===== src/hdl/mbrtu_pkg.sv =====
// Shared types and constants of the Modbus RTU slave frame engine.
// No dependencies; the top level and the bench import this package.
`default_nettype none

package mbrtu_pkg;

    localparam int CFG_INDEX_W = 2;
    localparam int CFG_DATA_W  = 16;

    localparam logic [CFG_INDEX_W-1:0] CFG_SLAVE_ADDR = 2'd0;
    localparam logic [CFG_INDEX_W-1:0] CFG_TIMEOUT    = 2'd1;

    localparam logic [7:0]  SLAVE_ADDR_RESET = 8'd1;
    localparam logic [15:0] TIMEOUT_RESET    = 16'd1500;

    localparam logic [2:0] CMD_RX_BYTE = 3'd0;
    localparam logic [2:0] CMD_GAP     = 3'd1;
    localparam logic [2:0] CMD_PUSH    = 3'd2;
    localparam logic [2:0] CMD_ANSWER  = 3'd3;
    localparam logic [2:0] CMD_TICK    = 3'd4;

    localparam logic [2:0] EV_NONE    = 3'd0;
    localparam logic [2:0] EV_REQUEST = 3'd1;
    localparam logic [2:0] EV_TX_BYTE = 3'd2;
    localparam logic [2:0] EV_BAD_PUSH = 3'd3;
    localparam logic [2:0] EV_DROP    = 3'd4;

    localparam logic [1:0] KIND_READ         = 2'd0;
    localparam logic [1:0] KIND_WRITE_SINGLE = 2'd1;
    localparam logic [1:0] KIND_WRITE_MULTI  = 2'd2;
    localparam logic [1:0] KIND_READ_WRITE   = 2'd3;

    localparam logic [7:0] FN_READ         = 8'h03;
    localparam logic [7:0] FN_WRITE_SINGLE = 8'h06;
    localparam logic [7:0] FN_WRITE_MULTI  = 8'h10;
    localparam logic [7:0] FN_READ_WRITE   = 8'h17;

    localparam logic [7:0]  BROADCAST_ADDR = 8'hFE;
    localparam logic [15:0] CRC_INIT       = 16'hFFFF;
    localparam logic [15:0] CRC_POLY       = 16'hA001;
    localparam int          MIN_FRAME      = 6;
    localparam logic [8:0]  MAX_REPLY      = 9'd253;
    localparam logic [8:0]  LEN_SAT        = 9'd511;

    typedef struct packed {
        logic [2:0]  event_res;
        logic [1:0]  request_kind;
        logic [15:0] read_start;
        logic [7:0]  read_count;
        logic [15:0] write_start;
        logic [7:0]  write_count;
        logic [7:0]  tx_byte;
        logic        tx_last;
    } result_t;

    function automatic logic [15:0] crc_update(input logic [15:0] crc, input logic [7:0] b);
        logic [15:0] c;
        c = crc ^ {8'h00, b};
        for (int i = 0; i < 8; i++) begin
            c = c[0] ? ((c >> 1) ^ CRC_POLY) : (c >> 1);
        end
        return c;
    endfunction

endpackage

`default_nettype wire


===== src/hdl/mbrtu_if.sv =====
// Valid/ready channel interfaces for the request and result beats.
// Depends on nothing; used by the top level of the frame engine.
`default_nettype none

interface mbrtu_req_if;
    logic        valid;
    logic        ready;
    logic [2:0]  cmd;
    logic [7:0]  byte_value;
    logic [15:0] reg_addr;
    logic [15:0] reg_data;
    logic        tx_ready;

    modport source (output valid, cmd, byte_value, reg_addr, reg_data, tx_ready, input ready);
    modport sink (input valid, cmd, byte_value, reg_addr, reg_data, tx_ready, output ready);
endinterface

interface mbrtu_rsp_if;
    logic        valid;
    logic        ready;
    logic [2:0]  event_res;
    logic [1:0]  request_kind;
    logic [15:0] read_start;
    logic [7:0]  read_count;
    logic [15:0] write_start;
    logic [7:0]  write_count;
    logic [7:0]  tx_byte;
    logic        tx_last;

    modport source (output valid, event_res, request_kind, read_start, read_count,
                    write_start, write_count, tx_byte, tx_last, input ready);
    modport sink (input valid, event_res, request_kind, read_start, read_count,
                  write_start, write_count, tx_byte, tx_last, output ready);
endinterface

`default_nettype wire


===== src/hdl/mbrtu_ram.sv =====
// Generic single-write, single-read RAM with a registered read port.
// No dependencies.
`default_nettype none

module mbrtu_ram #(
    parameter int WIDTH = 8,
    parameter int DEPTH = 128
) (
    input  wire logic                     clk,
    input  wire logic                     we,
    input  wire logic [$clog2(DEPTH)-1:0] waddr,
    input  wire logic [WIDTH-1:0]         wdata,
    input  wire logic [$clog2(DEPTH)-1:0] raddr,
    output logic      [WIDTH-1:0]         rdata
);

    logic [WIDTH-1:0] mem [0:DEPTH-1];

    always_ff @(posedge clk)
    begin
        if (we)
        begin
            mem[waddr] <= wdata;
        end
        rdata <= mem[raddr];
    end

endmodule

`default_nettype wire


===== src/hdl/modbus_rtu_slave_frame_engine_top.sv =====
// Top level of the Modbus RTU slave frame engine.
// Depends on mbrtu_pkg, mbrtu_if.sv and mbrtu_ram.
//
// Usage: request beats arrive on req (received byte, frame gap, read word push,
// answer, tick or transmitter ready) and each yields exactly one result beat
// on rsp. The frame CRC is accumulated as bytes arrive, so the frame check at
// the gap is a single step. The reply CRC is accumulated while the reply is
// sent and its two bytes are emitted after the stored bytes.
// A result beat is presented in the cycle after its request is accepted; a new
// request is accepted in every cycle unless rsp stalls; the reply buffer is two
// banks of 128 bytes with a registered read addressed ahead of the byte sent.
// The result is held in an output register: while rsp is stalled, one further
// request is taken only once the held beat has left.
// Reset returns the block to waiting for the first byte of a frame with slave address 1
// and an answer timeout of 1500 ticks. Configuration writes on the cfg port take effect
// at once; the user must make them while no request is in flight, as the block does not check.
`default_nettype none

module modbus_rtu_slave_frame_engine_top #(
    parameter int FRAME_BYTES = 256
) (
    input  wire logic                               clk,
    input  wire logic                               rst_n,
    input  wire logic                               cfg_we,
    input  wire logic [mbrtu_pkg::CFG_INDEX_W-1:0]  cfg_index,
    input  wire logic [mbrtu_pkg::CFG_DATA_W-1:0]   cfg_data,
    mbrtu_req_if.sink                               req,
    mbrtu_rsp_if.source                             rsp
);

    import mbrtu_pkg::*;

    localparam int CntW = $clog2(FRAME_BYTES + 2);
    localparam int HeadBytes = 10;
    localparam int HdrBytes = 6;

    localparam logic [1:0] PH_WAIT_FIRST = 2'd0;
    localparam logic [1:0] PH_RECEIVE    = 2'd1;
    localparam logic [1:0] PH_AWAIT      = 2'd2;
    localparam logic [1:0] PH_TRANSMIT   = 2'd3;

    logic [7:0]      slave_addr_reg;
    logic [15:0]     timeout_reg;
    logic [1:0]      phase_reg, phase_next;
    logic [CntW-1:0] rx_count_reg, rx_count_next;
    logic [7:0]      head_reg [0:HeadBytes-1];
    logic [7:0]      head_next [0:HeadBytes-1];
    logic [7:0]      last1_reg, last1_next, last2_reg, last2_next;
    logic [15:0]     crc0_reg, crc0_next, crc1_reg, crc1_next, crc2_reg, crc2_next;
    logic [7:0]      hdr_reg [0:HdrBytes-1];
    logic [7:0]      hdr_next [0:HdrBytes-1];
    logic [8:0]      len_reg, len_next;
    logic [7:0]      pos_reg, pos_next;
    logic [15:0]     saved_rs_reg, saved_rs_next;
    logic [7:0]      saved_fn_reg, saved_fn_next;
    logic [15:0]     timer_reg, timer_next;
    logic [15:0]     txcrc_reg, txcrc_next;
    logic            rsp_valid_reg;
    result_t         res_reg, res_next;

    logic            fire;
    logic            odd_we, even_we;
    logic [6:0]      odd_waddr, even_waddr;
    logic [7:0]      odd_wdata, even_wdata, odd_rdata, even_rdata;

    logic [7:0]      hv [0:HeadBytes-1];
    logic            first_byte;
    logic [CntW-1:0] c_eff;
    logic [15:0]     crc_base;
    logic            frame_ok;
    logic [15:0]     diff;
    logic [6:0]      d1, d2;
    logic [7:0]      k_odd, k_even;
    logic [7:0]      tx_len8;
    logic [7:0]      cur_byte;
    logic [7:0]      stored_byte;

    assign fire      = req.valid && req.ready;
    assign req.ready = !rsp_valid_reg || rsp.ready;

    always_comb
    begin
        for (int i = 0; i < HeadBytes; i++)
        begin
            hv[i] = (CntW'(i) < rx_count_reg) ? head_reg[i] : 8'h00;
        end
    end

    assign frame_ok = (rx_count_reg >= CntW'(MIN_FRAME))
                   && (rx_count_reg <= CntW'(FRAME_BYTES))
                   && ((hv[0] == slave_addr_reg) || (hv[0] == BROADCAST_ADDR))
                   && (crc2_reg == {last1_reg, last2_reg});

    assign diff   = req.reg_addr - saved_rs_reg;
    assign d1     = diff[6:0] + 7'd1;
    assign d2     = diff[6:0] + 7'd2;
    assign k_odd  = {d1, 1'b1};
    assign k_even = {d2, 1'b0};

    assign tx_len8     = len_reg[7:0];
    assign stored_byte = (pos_reg < 8'(HdrBytes)) ? hdr_reg[pos_reg[2:0]]
                       : (pos_reg[0] ? odd_rdata : even_rdata);
    assign cur_byte    = (pos_reg < tx_len8) ? stored_byte
                       : ((pos_reg == tx_len8) ? txcrc_reg[7:0] : txcrc_reg[15:8]);

    assign first_byte = (phase_reg == PH_WAIT_FIRST);
    assign c_eff      = first_byte ? '0 : rx_count_reg;
    assign crc_base   = first_byte ? CRC_INIT : crc0_reg;

    always_comb
    begin
        phase_next    = phase_reg;
        rx_count_next = rx_count_reg;
        head_next     = head_reg;
        last1_next    = last1_reg;
        last2_next    = last2_reg;
        crc0_next     = crc0_reg;
        crc1_next     = crc1_reg;
        crc2_next     = crc2_reg;
        hdr_next      = hdr_reg;
        len_next      = len_reg;
        pos_next      = pos_reg;
        saved_rs_next = saved_rs_reg;
        saved_fn_next = saved_fn_reg;
        timer_next    = timer_reg;
        txcrc_next    = txcrc_reg;
        res_next      = '0;
        odd_we        = 1'b0;
        even_we       = 1'b0;
        odd_waddr     = d1;
        even_waddr    = d2;
        odd_wdata     = req.reg_data[15:8];
        even_wdata    = req.reg_data[7:0];

        if (fire)
        begin
            case (req.cmd)
                CMD_RX_BYTE:
                begin
                    if (phase_reg == PH_WAIT_FIRST || phase_reg == PH_RECEIVE)
                    begin
                        phase_next = PH_RECEIVE;
                        if (c_eff < CntW'(FRAME_BYTES))
                        begin
                            if (c_eff < CntW'(HeadBytes))
                            begin
                                head_next[c_eff[3:0]] = req.byte_value;
                            end
                            last2_next    = last1_reg;
                            last1_next    = req.byte_value;
                            crc2_next     = crc1_reg;
                            crc1_next     = crc_base;
                            crc0_next     = crc_update(crc_base, req.byte_value);
                            rx_count_next = c_eff + CntW'(1);
                        end
                        else
                        begin
                            rx_count_next = CntW'(FRAME_BYTES + 1);
                        end
                    end
                end
                CMD_GAP:
                begin
                    if (phase_reg == PH_RECEIVE)
                    begin
                        phase_next = PH_WAIT_FIRST;
                        if (frame_ok)
                        begin
                            hdr_next[0] = slave_addr_reg;
                            hdr_next[1] = hv[1];
                            if (hv[1] == FN_READ || hv[1] == FN_READ_WRITE)
                            begin
                                hdr_next[2]          = {hv[5][6:0], 1'b0};
                                len_next             = 9'd3;
                                saved_rs_next        = {hv[2], hv[3]};
                                saved_fn_next        = hv[1];
                                timer_next           = timeout_reg;
                                phase_next           = PH_AWAIT;
                                res_next.event_res   = EV_REQUEST;
                                res_next.read_start  = {hv[2], hv[3]};
                                res_next.read_count  = hv[5];
                                if (hv[1] == FN_READ_WRITE)
                                begin
                                    res_next.request_kind = KIND_READ_WRITE;
                                    res_next.write_start  = {hv[6], hv[7]};
                                    res_next.write_count  = hv[9];
                                end
                                else
                                begin
                                    res_next.request_kind = KIND_READ;
                                end
                            end
                            else if (hv[1] == FN_WRITE_SINGLE || hv[1] == FN_WRITE_MULTI)
                            begin
                                for (int i = 2; i < HdrBytes; i++)
                                begin
                                    hdr_next[i] = hv[i];
                                end
                                len_next             = 9'd6;
                                saved_fn_next        = hv[1];
                                timer_next           = timeout_reg;
                                phase_next           = PH_AWAIT;
                                res_next.event_res   = EV_REQUEST;
                                res_next.write_start = {hv[2], hv[3]};
                                if (hv[1] == FN_WRITE_SINGLE)
                                begin
                                    res_next.request_kind = KIND_WRITE_SINGLE;
                                    res_next.write_count  = 8'd1;
                                end
                                else
                                begin
                                    res_next.request_kind = KIND_WRITE_MULTI;
                                    res_next.write_count  = hv[5];
                                end
                            end
                        end
                    end
                end
                CMD_PUSH:
                begin
                    if (phase_reg != PH_AWAIT || req.reg_addr < saved_rs_reg
                        || (saved_fn_reg != FN_READ && saved_fn_reg != FN_READ_WRITE))
                    begin
                        res_next.event_res = EV_BAD_PUSH;
                    end
                    else
                    begin
                        odd_we  = 1'b1;
                        even_we = 1'b1;
                        if (k_odd < 8'(HdrBytes))
                        begin
                            hdr_next[k_odd[2:0]] = req.reg_data[15:8];
                        end
                        if (k_even < 8'(HdrBytes))
                        begin
                            hdr_next[k_even[2:0]] = req.reg_data[7:0];
                        end
                        len_next = (len_reg >= LEN_SAT - 9'd2) ? LEN_SAT : len_reg + 9'd2;
                    end
                end
                CMD_ANSWER:
                begin
                    if (phase_reg == PH_AWAIT)
                    begin
                        if (len_reg > MAX_REPLY)
                        begin
                            res_next.event_res = EV_DROP;
                            phase_next         = PH_WAIT_FIRST;
                        end
                        else
                        begin
                            txcrc_next = CRC_INIT;
                            pos_next   = 8'd0;
                            phase_next = PH_TRANSMIT;
                        end
                    end
                end
                CMD_TICK:
                begin
                    if (phase_reg == PH_AWAIT)
                    begin
                        if (timer_reg <= 16'd1)
                        begin
                            timer_next         = 16'd0;
                            res_next.event_res = EV_DROP;
                            phase_next         = PH_WAIT_FIRST;
                        end
                        else
                        begin
                            timer_next = timer_reg - 16'd1;
                        end
                    end
                    else if (phase_reg == PH_TRANSMIT && req.tx_ready)
                    begin
                        res_next.event_res = EV_TX_BYTE;
                        res_next.tx_byte   = cur_byte;
                        if ({1'b0, pos_reg} + 9'd1 >= len_reg + 9'd2)
                        begin
                            res_next.tx_last = 1'b1;
                            phase_next       = PH_WAIT_FIRST;
                        end
                        if (pos_reg < tx_len8)
                        begin
                            txcrc_next = crc_update(txcrc_reg, cur_byte);
                        end
                        else
                        begin
                            if (pos_reg < 8'(HdrBytes))
                            begin
                                hdr_next[pos_reg[2:0]] = cur_byte;
                            end
                            odd_waddr  = pos_reg[7:1];
                            even_waddr = pos_reg[7:1];
                            odd_wdata  = cur_byte;
                            even_wdata = cur_byte;
                            odd_we     = pos_reg[0];
                            even_we    = !pos_reg[0];
                        end
                        pos_next = pos_reg + 8'd1;
                    end
                end
                default:
                begin
                    res_next.event_res = EV_NONE;
                end
            endcase
        end
    end

    mbrtu_ram #(.WIDTH(8), .DEPTH(128)) u_odd_bank (
        .clk   (clk),
        .we    (odd_we),
        .waddr (odd_waddr),
        .wdata (odd_wdata),
        .raddr (pos_next[7:1]),
        .rdata (odd_rdata)
    );

    mbrtu_ram #(.WIDTH(8), .DEPTH(128)) u_even_bank (
        .clk   (clk),
        .we    (even_we),
        .waddr (even_waddr),
        .wdata (even_wdata),
        .raddr (pos_next[7:1]),
        .rdata (even_rdata)
    );

    always_ff @(posedge clk or negedge rst_n)
    begin
        if (!rst_n)
        begin
            slave_addr_reg <= SLAVE_ADDR_RESET;
            timeout_reg    <= TIMEOUT_RESET;
            phase_reg      <= PH_WAIT_FIRST;
            rx_count_reg   <= '0;
            crc0_reg       <= CRC_INIT;
            crc1_reg       <= CRC_INIT;
            crc2_reg       <= CRC_INIT;
            len_reg        <= '0;
            pos_reg        <= '0;
            saved_rs_reg   <= '0;
            saved_fn_reg   <= '0;
            timer_reg      <= '0;
            txcrc_reg      <= CRC_INIT;
            rsp_valid_reg  <= 1'b0;
        end
        else
        begin
            if (cfg_we)
            begin
                unique case (cfg_index)
                    CFG_SLAVE_ADDR: slave_addr_reg <= cfg_data[7:0];
                    CFG_TIMEOUT:    timeout_reg    <= cfg_data;
                    default:        ;
                endcase
            end
            phase_reg     <= phase_next;
            rx_count_reg  <= rx_count_next;
            crc0_reg      <= crc0_next;
            crc1_reg      <= crc1_next;
            crc2_reg      <= crc2_next;
            len_reg       <= len_next;
            pos_reg       <= pos_next;
            saved_rs_reg  <= saved_rs_next;
            saved_fn_reg  <= saved_fn_next;
            timer_reg     <= timer_next;
            txcrc_reg     <= txcrc_next;
            if (fire)
            begin
                rsp_valid_reg <= 1'b1;
            end
            else if (rsp.ready)
            begin
                rsp_valid_reg <= 1'b0;
            end
        end
    end

    always_ff @(posedge clk)
    begin
        head_reg  <= head_next;
        hdr_reg   <= hdr_next;
        last1_reg <= last1_next;
        last2_reg <= last2_next;
        if (fire)
        begin
            res_reg <= res_next;
        end
    end

    assign rsp.valid        = rsp_valid_reg;
    assign rsp.event_res    = res_reg.event_res;
    assign rsp.request_kind = res_reg.request_kind;
    assign rsp.read_start   = res_reg.read_start;
    assign rsp.read_count   = res_reg.read_count;
    assign rsp.write_start  = res_reg.write_start;
    assign rsp.write_count  = res_reg.write_count;
    assign rsp.tx_byte      = res_reg.tx_byte;
    assign rsp.tx_last      = res_reg.tx_last;

    a_tx_only_in_transmit: assert property (@(posedge clk) disable iff (!rst_n)
        (fire && res_next.event_res == EV_TX_BYTE) |-> (phase_reg == PH_TRANSMIT))
        else $error("Reply byte produced outside the transmit phase.");

    a_last_ends_reply: assert property (@(posedge clk) disable iff (!rst_n)
        (fire && res_next.event_res == EV_TX_BYTE && res_next.tx_last)
        |=> (phase_reg == PH_WAIT_FIRST))
        else $error("Final reply byte did not return the block to receive.");

    a_reply_length: assert property (@(posedge clk) disable iff (!rst_n)
        (phase_reg == PH_TRANSMIT) |-> (len_reg <= MAX_REPLY))
        else $error("Reply longer than permitted is being sent.");

    a_rx_count_bound: assert property (@(posedge clk) disable iff (!rst_n)
        rx_count_reg <= CntW'(FRAME_BYTES + 1))
        else $error("Received byte count beyond its saturation value.");

endmodule

`default_nettype wire


===== src/flat_wrapper.sv =====
// flat-port wrapper written by rule: the top's interface ports become plain ports
module modbus_rtu_slave_frame_engine_top_flat import mbrtu_pkg::*;
#(
    parameter int FRAME_BYTES = 256
)
  (clk, rst_n, cfg_we, cfg_index, cfg_data, req_valid, req_cmd, req_byte_value, req_reg_addr, req_reg_data, req_tx_ready, req_ready, rsp_valid, rsp_event_res, rsp_request_kind, rsp_read_start, rsp_read_count, rsp_write_start, rsp_write_count, rsp_tx_byte, rsp_tx_last, rsp_ready);
  mbrtu_req_if req_i ();
  mbrtu_rsp_if rsp_i ();
  input  wire logic clk;
  input  wire logic rst_n;
  input  wire logic cfg_we;
  input  wire logic [mbrtu_pkg::CFG_INDEX_W-1:0] cfg_index;
  input  wire logic [mbrtu_pkg::CFG_DATA_W-1:0] cfg_data;
  input wire logic [$bits(req_i.valid)-1:0] req_valid;
  input wire logic [$bits(req_i.cmd)-1:0] req_cmd;
  input wire logic [$bits(req_i.byte_value)-1:0] req_byte_value;
  input wire logic [$bits(req_i.reg_addr)-1:0] req_reg_addr;
  input wire logic [$bits(req_i.reg_data)-1:0] req_reg_data;
  input wire logic [$bits(req_i.tx_ready)-1:0] req_tx_ready;
  output wire logic [$bits(req_i.ready)-1:0] req_ready;
  output wire logic [$bits(rsp_i.valid)-1:0] rsp_valid;
  output wire logic [$bits(rsp_i.event_res)-1:0] rsp_event_res;
  output wire logic [$bits(rsp_i.request_kind)-1:0] rsp_request_kind;
  output wire logic [$bits(rsp_i.read_start)-1:0] rsp_read_start;
  output wire logic [$bits(rsp_i.read_count)-1:0] rsp_read_count;
  output wire logic [$bits(rsp_i.write_start)-1:0] rsp_write_start;
  output wire logic [$bits(rsp_i.write_count)-1:0] rsp_write_count;
  output wire logic [$bits(rsp_i.tx_byte)-1:0] rsp_tx_byte;
  output wire logic [$bits(rsp_i.tx_last)-1:0] rsp_tx_last;
  input wire logic [$bits(rsp_i.ready)-1:0] rsp_ready;
  assign req_i.valid = req_valid;
  assign req_i.cmd = req_cmd;
  assign req_i.byte_value = req_byte_value;
  assign req_i.reg_addr = req_reg_addr;
  assign req_i.reg_data = req_reg_data;
  assign req_i.tx_ready = req_tx_ready;
  assign req_ready = req_i.ready;
  assign rsp_valid = rsp_i.valid;
  assign rsp_event_res = rsp_i.event_res;
  assign rsp_request_kind = rsp_i.request_kind;
  assign rsp_read_start = rsp_i.read_start;
  assign rsp_read_count = rsp_i.read_count;
  assign rsp_write_start = rsp_i.write_start;
  assign rsp_write_count = rsp_i.write_count;
  assign rsp_tx_byte = rsp_i.tx_byte;
  assign rsp_tx_last = rsp_i.tx_last;
  assign rsp_i.ready = rsp_ready;
  modbus_rtu_slave_frame_engine_top #(.FRAME_BYTES(FRAME_BYTES)) u_core (.clk(clk), .rst_n(rst_n), .cfg_we(cfg_we), .cfg_index(cfg_index), .cfg_data(cfg_data), .req(req_i), .rsp(rsp_i));
endmodule

===== config.mk =====
export PLATFORM = sky130hd
export DESIGN_NAME = modbus_rtu_slave_frame_engine_top_flat
export DESIGN_NICKNAME = d
export VERILOG_FILES = /design/src/hdl/mbrtu_pkg.sv /design/src/hdl/mbrtu_if.sv /design/src/hdl/mbrtu_ram.sv /design/src/hdl/modbus_rtu_slave_frame_engine_top.sv /design/src/flat_wrapper.sv
export SDC_FILE = /design/constraint.sdc
export NUM_CORES = 2
export LEC_CHECK = 0
export BUFFER_PORTS_ARGS = -buffer_cell sky130_fd_sc_hd__buf_2
export CAP_MARGIN = 20
export CORE_MARGIN = 10
export CORE_UTILIZATION = 50
export DETAILED_ROUTE_END_ITERATION = 16
export PLACE_DENSITY = 0.66
export SETUP_SLACK_MARGIN = 0.02
export SYNTH_ARGS = -nofsm -noshare
export SYNTH_HDL_FRONTEND = slang
export SYNTH_SLANG_ARGS = --single-unit

===== constraint.sdc =====
create_clock -name clk -period 8.65 [get_ports clk]
set_input_delay 1.73 -clock clk [delete_from_list [all_inputs] [get_ports clk]]
set_output_delay 1.73 -clock clk [all_outputs]
set_load 0.01 [all_outputs]

# [Word-level counts from Yosys, hierarchy flattened]
# Memory sizes are Yosys's and may differ from the RTL's. A register that Yosys moved wholly into a read port is not among the register bits.
# Index checks and enable logic that the tools add are counted.
[op_classes] n_addsub=8 n_lt_le_gt_ge=30 n_eq_ne=37 n_mux=159 n_bitwise=24 reduce_logical=47
[op_table] operator="48-bit 2-to-1 mux" count=12
[op_table] operator="16-bit 2-to-1 mux" count=28
[op_table] operator="8-bit 2-to-1 mux" count=38
[op_table] operator="48-bit bitwise mux" count=3
[op_table] operator="48-bit case mux with 3 select lines" count=1
[op_table] operator="24-bit 2-to-1 mux" count=5
[op_table] operator="53-bit 2-to-1 mux" count=2
[op_table] operator="80-bit bitwise mux" count=1
[op_table] operator="8-bit demux with 3-bit select" count=3
[op_table] operator="9-bit 2-to-1 mux" count=8
[op_table] operator="7-bit 2-to-1 mux" count=10
[op_table] operator="16-bit case mux with 2 select lines" count=2
[op_table] operator="2-bit inverter with 3-bit output" count=16
[op_table] operator="3-bit by 9-bit less-than comparator with 1-bit output, first input constant" count=4
[op_table] operator="8-bit demux with 4-bit select" count=1
[op_table] operator="32-bit 2-to-1 mux" count=1
[op_table] operator="16-bit by 8-bit XOR with 16-bit output" count=2
[op_table] operator="2-bit 2-to-1 mux" count=15
[op_table] operator="8-bit binary-select mux with 3-bit select" count=1
[op_table] operator="8-bit by 3-bit less-than comparator with 1-bit output, second input constant" count=3
[op_table] operator="1-bit by 9-bit less-than comparator with 1-bit output, first input constant" count=2
[op_table] operator="2-bit by 9-bit less-than comparator with 1-bit output, first input constant" count=2
[op_table] operator="2-bit by 1-bit inequality test with 1-bit output, second input constant" count=9
[op_table] operator="9-bit case mux with 2 select lines" count=1
[op_table] operator="other kinds (68)" count=135
[word_totals] ff_bits=363 ramBits=2048 in_bits=67 out_inout_bits=64 wordCells=348 memories=2
[memory_table] memory="u_core.u_even_bank.mem" depth=128 word_bits=8 rd=1 rd_ports_with_merged_regs=1 wr=1 line="mbrtu_ram.sv:17" text="logic [WIDTH-1:0] mem [0:DEPTH-1];"
[memory_table] memory="u_core.u_odd_bank.mem" depth=128 word_bits=8 rd=1 rd_ports_with_merged_regs=1 wr=1 line="mbrtu_ram.sv:17"

# [Logic depth before layout (Yosys ltp)]
[depth] ltp_word=27 ltp_mapped=18 mapped_depth_nobuf=14

# [Cells and area by module]
# Synthesis repeated with hierarchy kept, for this count alone.
[hier_totals] cells_unflattened=5112 area_unflattened_um2=98323.0
[by_module_without_submodules] mod="mbrtu_ram at u_core.u_odd_bank" instances=1 cells_each=1635 area_per_inst_um2=39665.5 seq_area_each_um2=30909.6
[by_module_without_submodules] mod="mbrtu_ram at u_core.u_even_bank" instances=1 cells_each=1634 area_per_inst_um2=39656.8 seq_area_each_um2=30909.6
[by_module_without_submodules] mod="modbus_rtu_slave_frame_engine_top" instances=1 cells_each=1843 area_per_inst_um2=19000.7 seq_area_each_um2=9833.2

# [Least setup slack after synthesis]
# OpenSTA, ideal clock, no wires.
[synth_path] kind="input port to flip-flop" startpoint="input port req_cmd[0]" endpoint="memory u_core.u_odd_bank.mem[0][2], data pin" setup_ps=892 t_arrival_ps=7104 required_time_ps=7758 slack_ps=654 cell_stages=9 n_path_buf=3 path_cell_list="buf_2 > or3b_1 > nor3_2 > nand2_1 > nor2_1 > clkbuf_1 > clkbuf_1 > nor2_1 > a21oi_1"
[synth_between] elab_chain_cells=3
[synth_lines] item="from (decl)" line="flat_wrapper.sv:15" text="input wire logic [$bits(req_i.cmd)-1:0] req_cmd;"
[synth_lines] item="3-bit == test" line="modbus_rtu_slave_frame_engine_top.sv:137" text="case (req.cmd)"
[synth_lines] item="8-bit 2-to-1 mux" line="modbus_rtu_slave_frame_engine_top.sv:137"
[synth_lines] item="8-bit 2-to-1 mux" line="modbus_rtu_slave_frame_engine_top.sv:135" text="if (fire)"
[synth_lines] item="named net u_core.odd_wdata[2]" line="modbus_rtu_slave_frame_engine_top.sv:64" text="logic [7:0] odd_wdata, even_wdata, odd_rdata, even_rdata;"
[synth_lines] item="to (decl)" line="mbrtu_ram.sv:17"
# The timed path passes the listed nets, and every way through them passes these cells.

# [Final worst setup path]
[layout_path] startpoint="register u_core.pos_reg[1]" endpoint="register u_core.u_even_bank.rdata[2], read port of u_core.u_even_bank.mem"
[layout_between] elab_chain_cells=5 elab_cells_between_ends=7 cone_classes="add/sub: 1; mux: 6"
[layout_lines] item="from (decl)" line="modbus_rtu_slave_frame_engine_top.sv:53" text="logic [7:0] pos_reg, pos_next;"
[layout_lines] item="from (signal assigned)" line="modbus_rtu_slave_frame_engine_top.sv:363" text="pos_reg <= pos_next;"
[layout_lines] item="8-bit by 1-bit adder with 8-bit output" line="modbus_rtu_slave_frame_engine_top.sv:299" text="pos_next = pos_reg + 8'd1;"
[layout_lines] item="8-bit 2-to-1 mux" line="modbus_rtu_slave_frame_engine_top.sv:273" text="else if (phase_reg == PH_TRANSMIT && req.tx_ready)"
[layout_lines] item="8-bit 2-to-1 mux" line="modbus_rtu_slave_frame_engine_top.sv:260" text="if (phase_reg == PH_AWAIT)"
[layout_lines] item="8-bit case mux with 2 select lines" line="modbus_rtu_slave_frame_engine_top.sv:137"
[layout_lines] item="8-bit 2-to-1 mux *" line="modbus_rtu_slave_frame_engine_top.sv:135"
[layout_lines] item="to (decl)" line="mbrtu_ram.sv:14" text="output logic [WIDTH-1:0] rdata"
# Mark *: on every way between the ends. The rest lies on a longest branch, timed or not. The select of a mux whose other input is x is not followed.
# A chain may end at the register's enable or synchronous reset.

==> reports/qor.yml <==
die:
  dieArea_um2: 221000
  die_width_um: 470
  core_area_um2: 202000
  ioPinCount: 131
  initial_core_util: 0.502
  num_rows: 165
  die_h_um: 470
synthesis:
  ys_seq_elements: 2414
  synth_edf_count: 2246
  synth_nets: 7562
  synth.yosys.seq_area_share: 0.708
  syn_area_per_cell_um2: 13.6
  synthFlopType: "edfxtp_1"
  syn-instance-count: 7446
  yosysUniqueCellTypes: 96
  ys_warn_count: 0
  syn_area_um2: 101000
  async_flop_share: 0.0630
power_and_ir_drop:
  pwr_density_cell_nw_per_um2: 219
  finalPower_mw: 24.9
  power_leakage_nw: 41.0
  swShare: 0.223
  power.internal_mw: 19.4
  p_clk_frac: 0.419
  seqPwrFrac: 0.527
  comb_power_share: 0.054
  ir_drop_mv: 0.193
  net-switching-power_mw: 5.57
route:
  wl_per_cell_um: 29.1
  drc: 0
  dr.first_iter.drc_count: 9809
  via_per_inst: 6.33
  wirelength_mm: 308
  vias: 67000
  postRouteAntennaNets: 0
  first_pass_iters: 9
sta:
  rsz0062_at_grt: "no"
  fmax_mhz: 145
  drv_slew: 0
  tns_ns: 0
  hold_ws_ns: 0.453
  setup_violations: 0
  post-route-worst-setup-slack_ns: 1.75
  period_share: 0.797
  relSlewSlack: 0.0957
  finalHoldViolations: 0
  finClkSkew_ns: 0.0584
  fin_crit_ns: 6.90
  max_slew.worst_pin.slew_ns: 1.35
critical_path:
  cp-endpoint: "u_core.u_even_bank.rdata[2]"
  r2r_end: "u_core.u_even_bank.rdata[2]"
  cp-start-kind: "flip-flop"
  cp_max_fo: 123
  rrSetupSlack_ns: 1.75
  reg2reg_depth: 13
  r2r_start: "u_core.pos_reg[1]"
  arrival_ns: 7.62
  cp.required_ns: 9.38
  worstSetupEndpointType: "flip-flop"
  cp-startpoint: "u_core.pos_reg[1]"
  crit_type: "reg -> reg"
grt:
  grt_max_degree: 146
  track_usage: 0.270
  grt_pass1_wl_mm: 447
  grt_overflow: 0
  first_global_vias: 64000
  antenna_found_initial: 8
run:
  cap_viol_max_count: 0
clock_network:
  cts_root_buffer: "clkbuf_16"
  clock_path_buffers: 3
  post_cts_buffers: 0
  clkTransAtPathRegs_ns: 0.06
  clock_sinks: 2414
  numCtsBuffers: 233
  cts_tree: "done"
  htree_levels: 4
  clk_latency_ns: 0.91
  cts_resized: 0
  hold_buffers: 0
outcome:
  outcome: "completed"
min_path:
  hp-class: "reg -> reg"
placement:
  io_buffers: 130
  dpl_worst_slack_ns: 1.49
  dp_hpwl_mm: 195
  placedCellCount: 10100
  place_area_um2: 106000
  routabilityCongestion: 0.949
final_layout:
  postLayoutCoreUtil: 0.566
  area_delta_synth_final_pct: 12.7
  layout-drive-gt1-share: 0.142
  num-nets-final: 7814
  multi_input_area_um2: 27300
  fillerInstances: 15800
  regArea_um2: 71700
  fin_area_um2: 114000
  layoutNonFillerInstCount: 10600
-- power by group through the flow --
stage                     clock network, mW  registers, mW  logic, mW
after floorplan                           0           13.4      0.847
after global routing                   11.0           13.2       1.45
after detailed placement                  0           13.4       1.33
final                                  10.4           13.1       1.35
after CTS                              10.5           13.1       1.34
after global placement                    0           13.4       1.30
-- synthesized netlist by cell type, types with 29 or more instances --
library cell,number,area (um^2)
a211oi_1,71,533
a21oi_1,241,1210
a22oi_1,73,548
a311oi_1,37,324
a31oi_1,69,432
a32oi_1,55,482
and3_1,42,263
buf_1,29,109
buf_2,199,996
buf_4,43,323
clkbuf_1,176,661
dfrtp_1,85,2130
dfstp_2,67,1760
edfxtp_1,2246,67400
ha_1,48,601
inv_1,83,312
mux2_2,60,676
mux2i_1,415,4150
mux4_2,83,1870
nand2_1,1459,5480
nand3_1,609,3050
nand4_1,73,457
nor2_1,318,1190
nor3_1,202,1010
o21ai_0,158,791
o221ai_1,52,455
xnor2_1,65,569
-- worst min path at each step --
stage	depth (start not counted)	slack [ns]	startpoint	end
after floorplan	2	0.43	u_core.crc1_reg[14]	u_core.crc2_reg[14]
after detailed placement	2	0.44	u_core.crc1_reg[7]	u_core.crc2_reg[7]
final	2	0.45	u_core.crc1_reg[7]	u_core.crc1_reg[7]
after global placement	2	0.44	u_core.crc1_reg[7]	u_core.crc2_reg[7]
after CTS	2	0.45	u_core.crc1_reg[1]	u_core.crc1_reg[1]
after global routing	2	0.47	u_core.crc1_reg[7]	u_core.crc2_reg[7]
-- critical path: stages (launching register included) --
cell and delay (ns):
dfrtp_2 1.08, buf_4 0.63, ha_1 0.38, and3_2 0.19, buf_4 0.35, a21oi_4 0.63, buf_4 0.34, buf_12 0.50
buf_4 0.55, mux4_2 0.58, a21oi_1 0.31, a21oi_1 0.12, o22ai_1 0.75, a32oi_1 0.10
-- metal layers --
metal	routed length, um	global-route usage	up-vias
li1	-	-	28500
met2	139000	0.410	4356
met3	36200	0.0686	800
met1	117000	0.364	33300
met5	69	0	-
met4	16800	0.130	12
-- placed cells by master (no fill, tap or decap), types with 155 or more instances in the layout --
master,count
buf_4,298
mux2i_1,415
nor3_1,199
edfxtp_1,2246
nor2_1,310
a21oi_1,228
o21ai_0,155
nand3_1,607
nand2_1,1455
clkbuf_16,235
-- cell families after synthesis --
group,after synthesis,share of synthesized area
buf+inv,548,0.0252
simple gates,2839,0.123
flops,2414,0.708
compound gates,938,0.0624
mux,560,0.0665
fa+ha+maj,49,0.00613
xor+xnor,98,0.00919
-- final cells by class --
type	count	area share
clock inverters	156	0.0154
well taps	2672	0.0293
clock buffers	287	0.0538
flip-flops and latches	2414	0.628
inverters	91	0.00319
repair buffers	474	0.0305
multi-input cells	4484	0.240
diodes	1	0.0000219
Power figures use the tool's default switching activity.
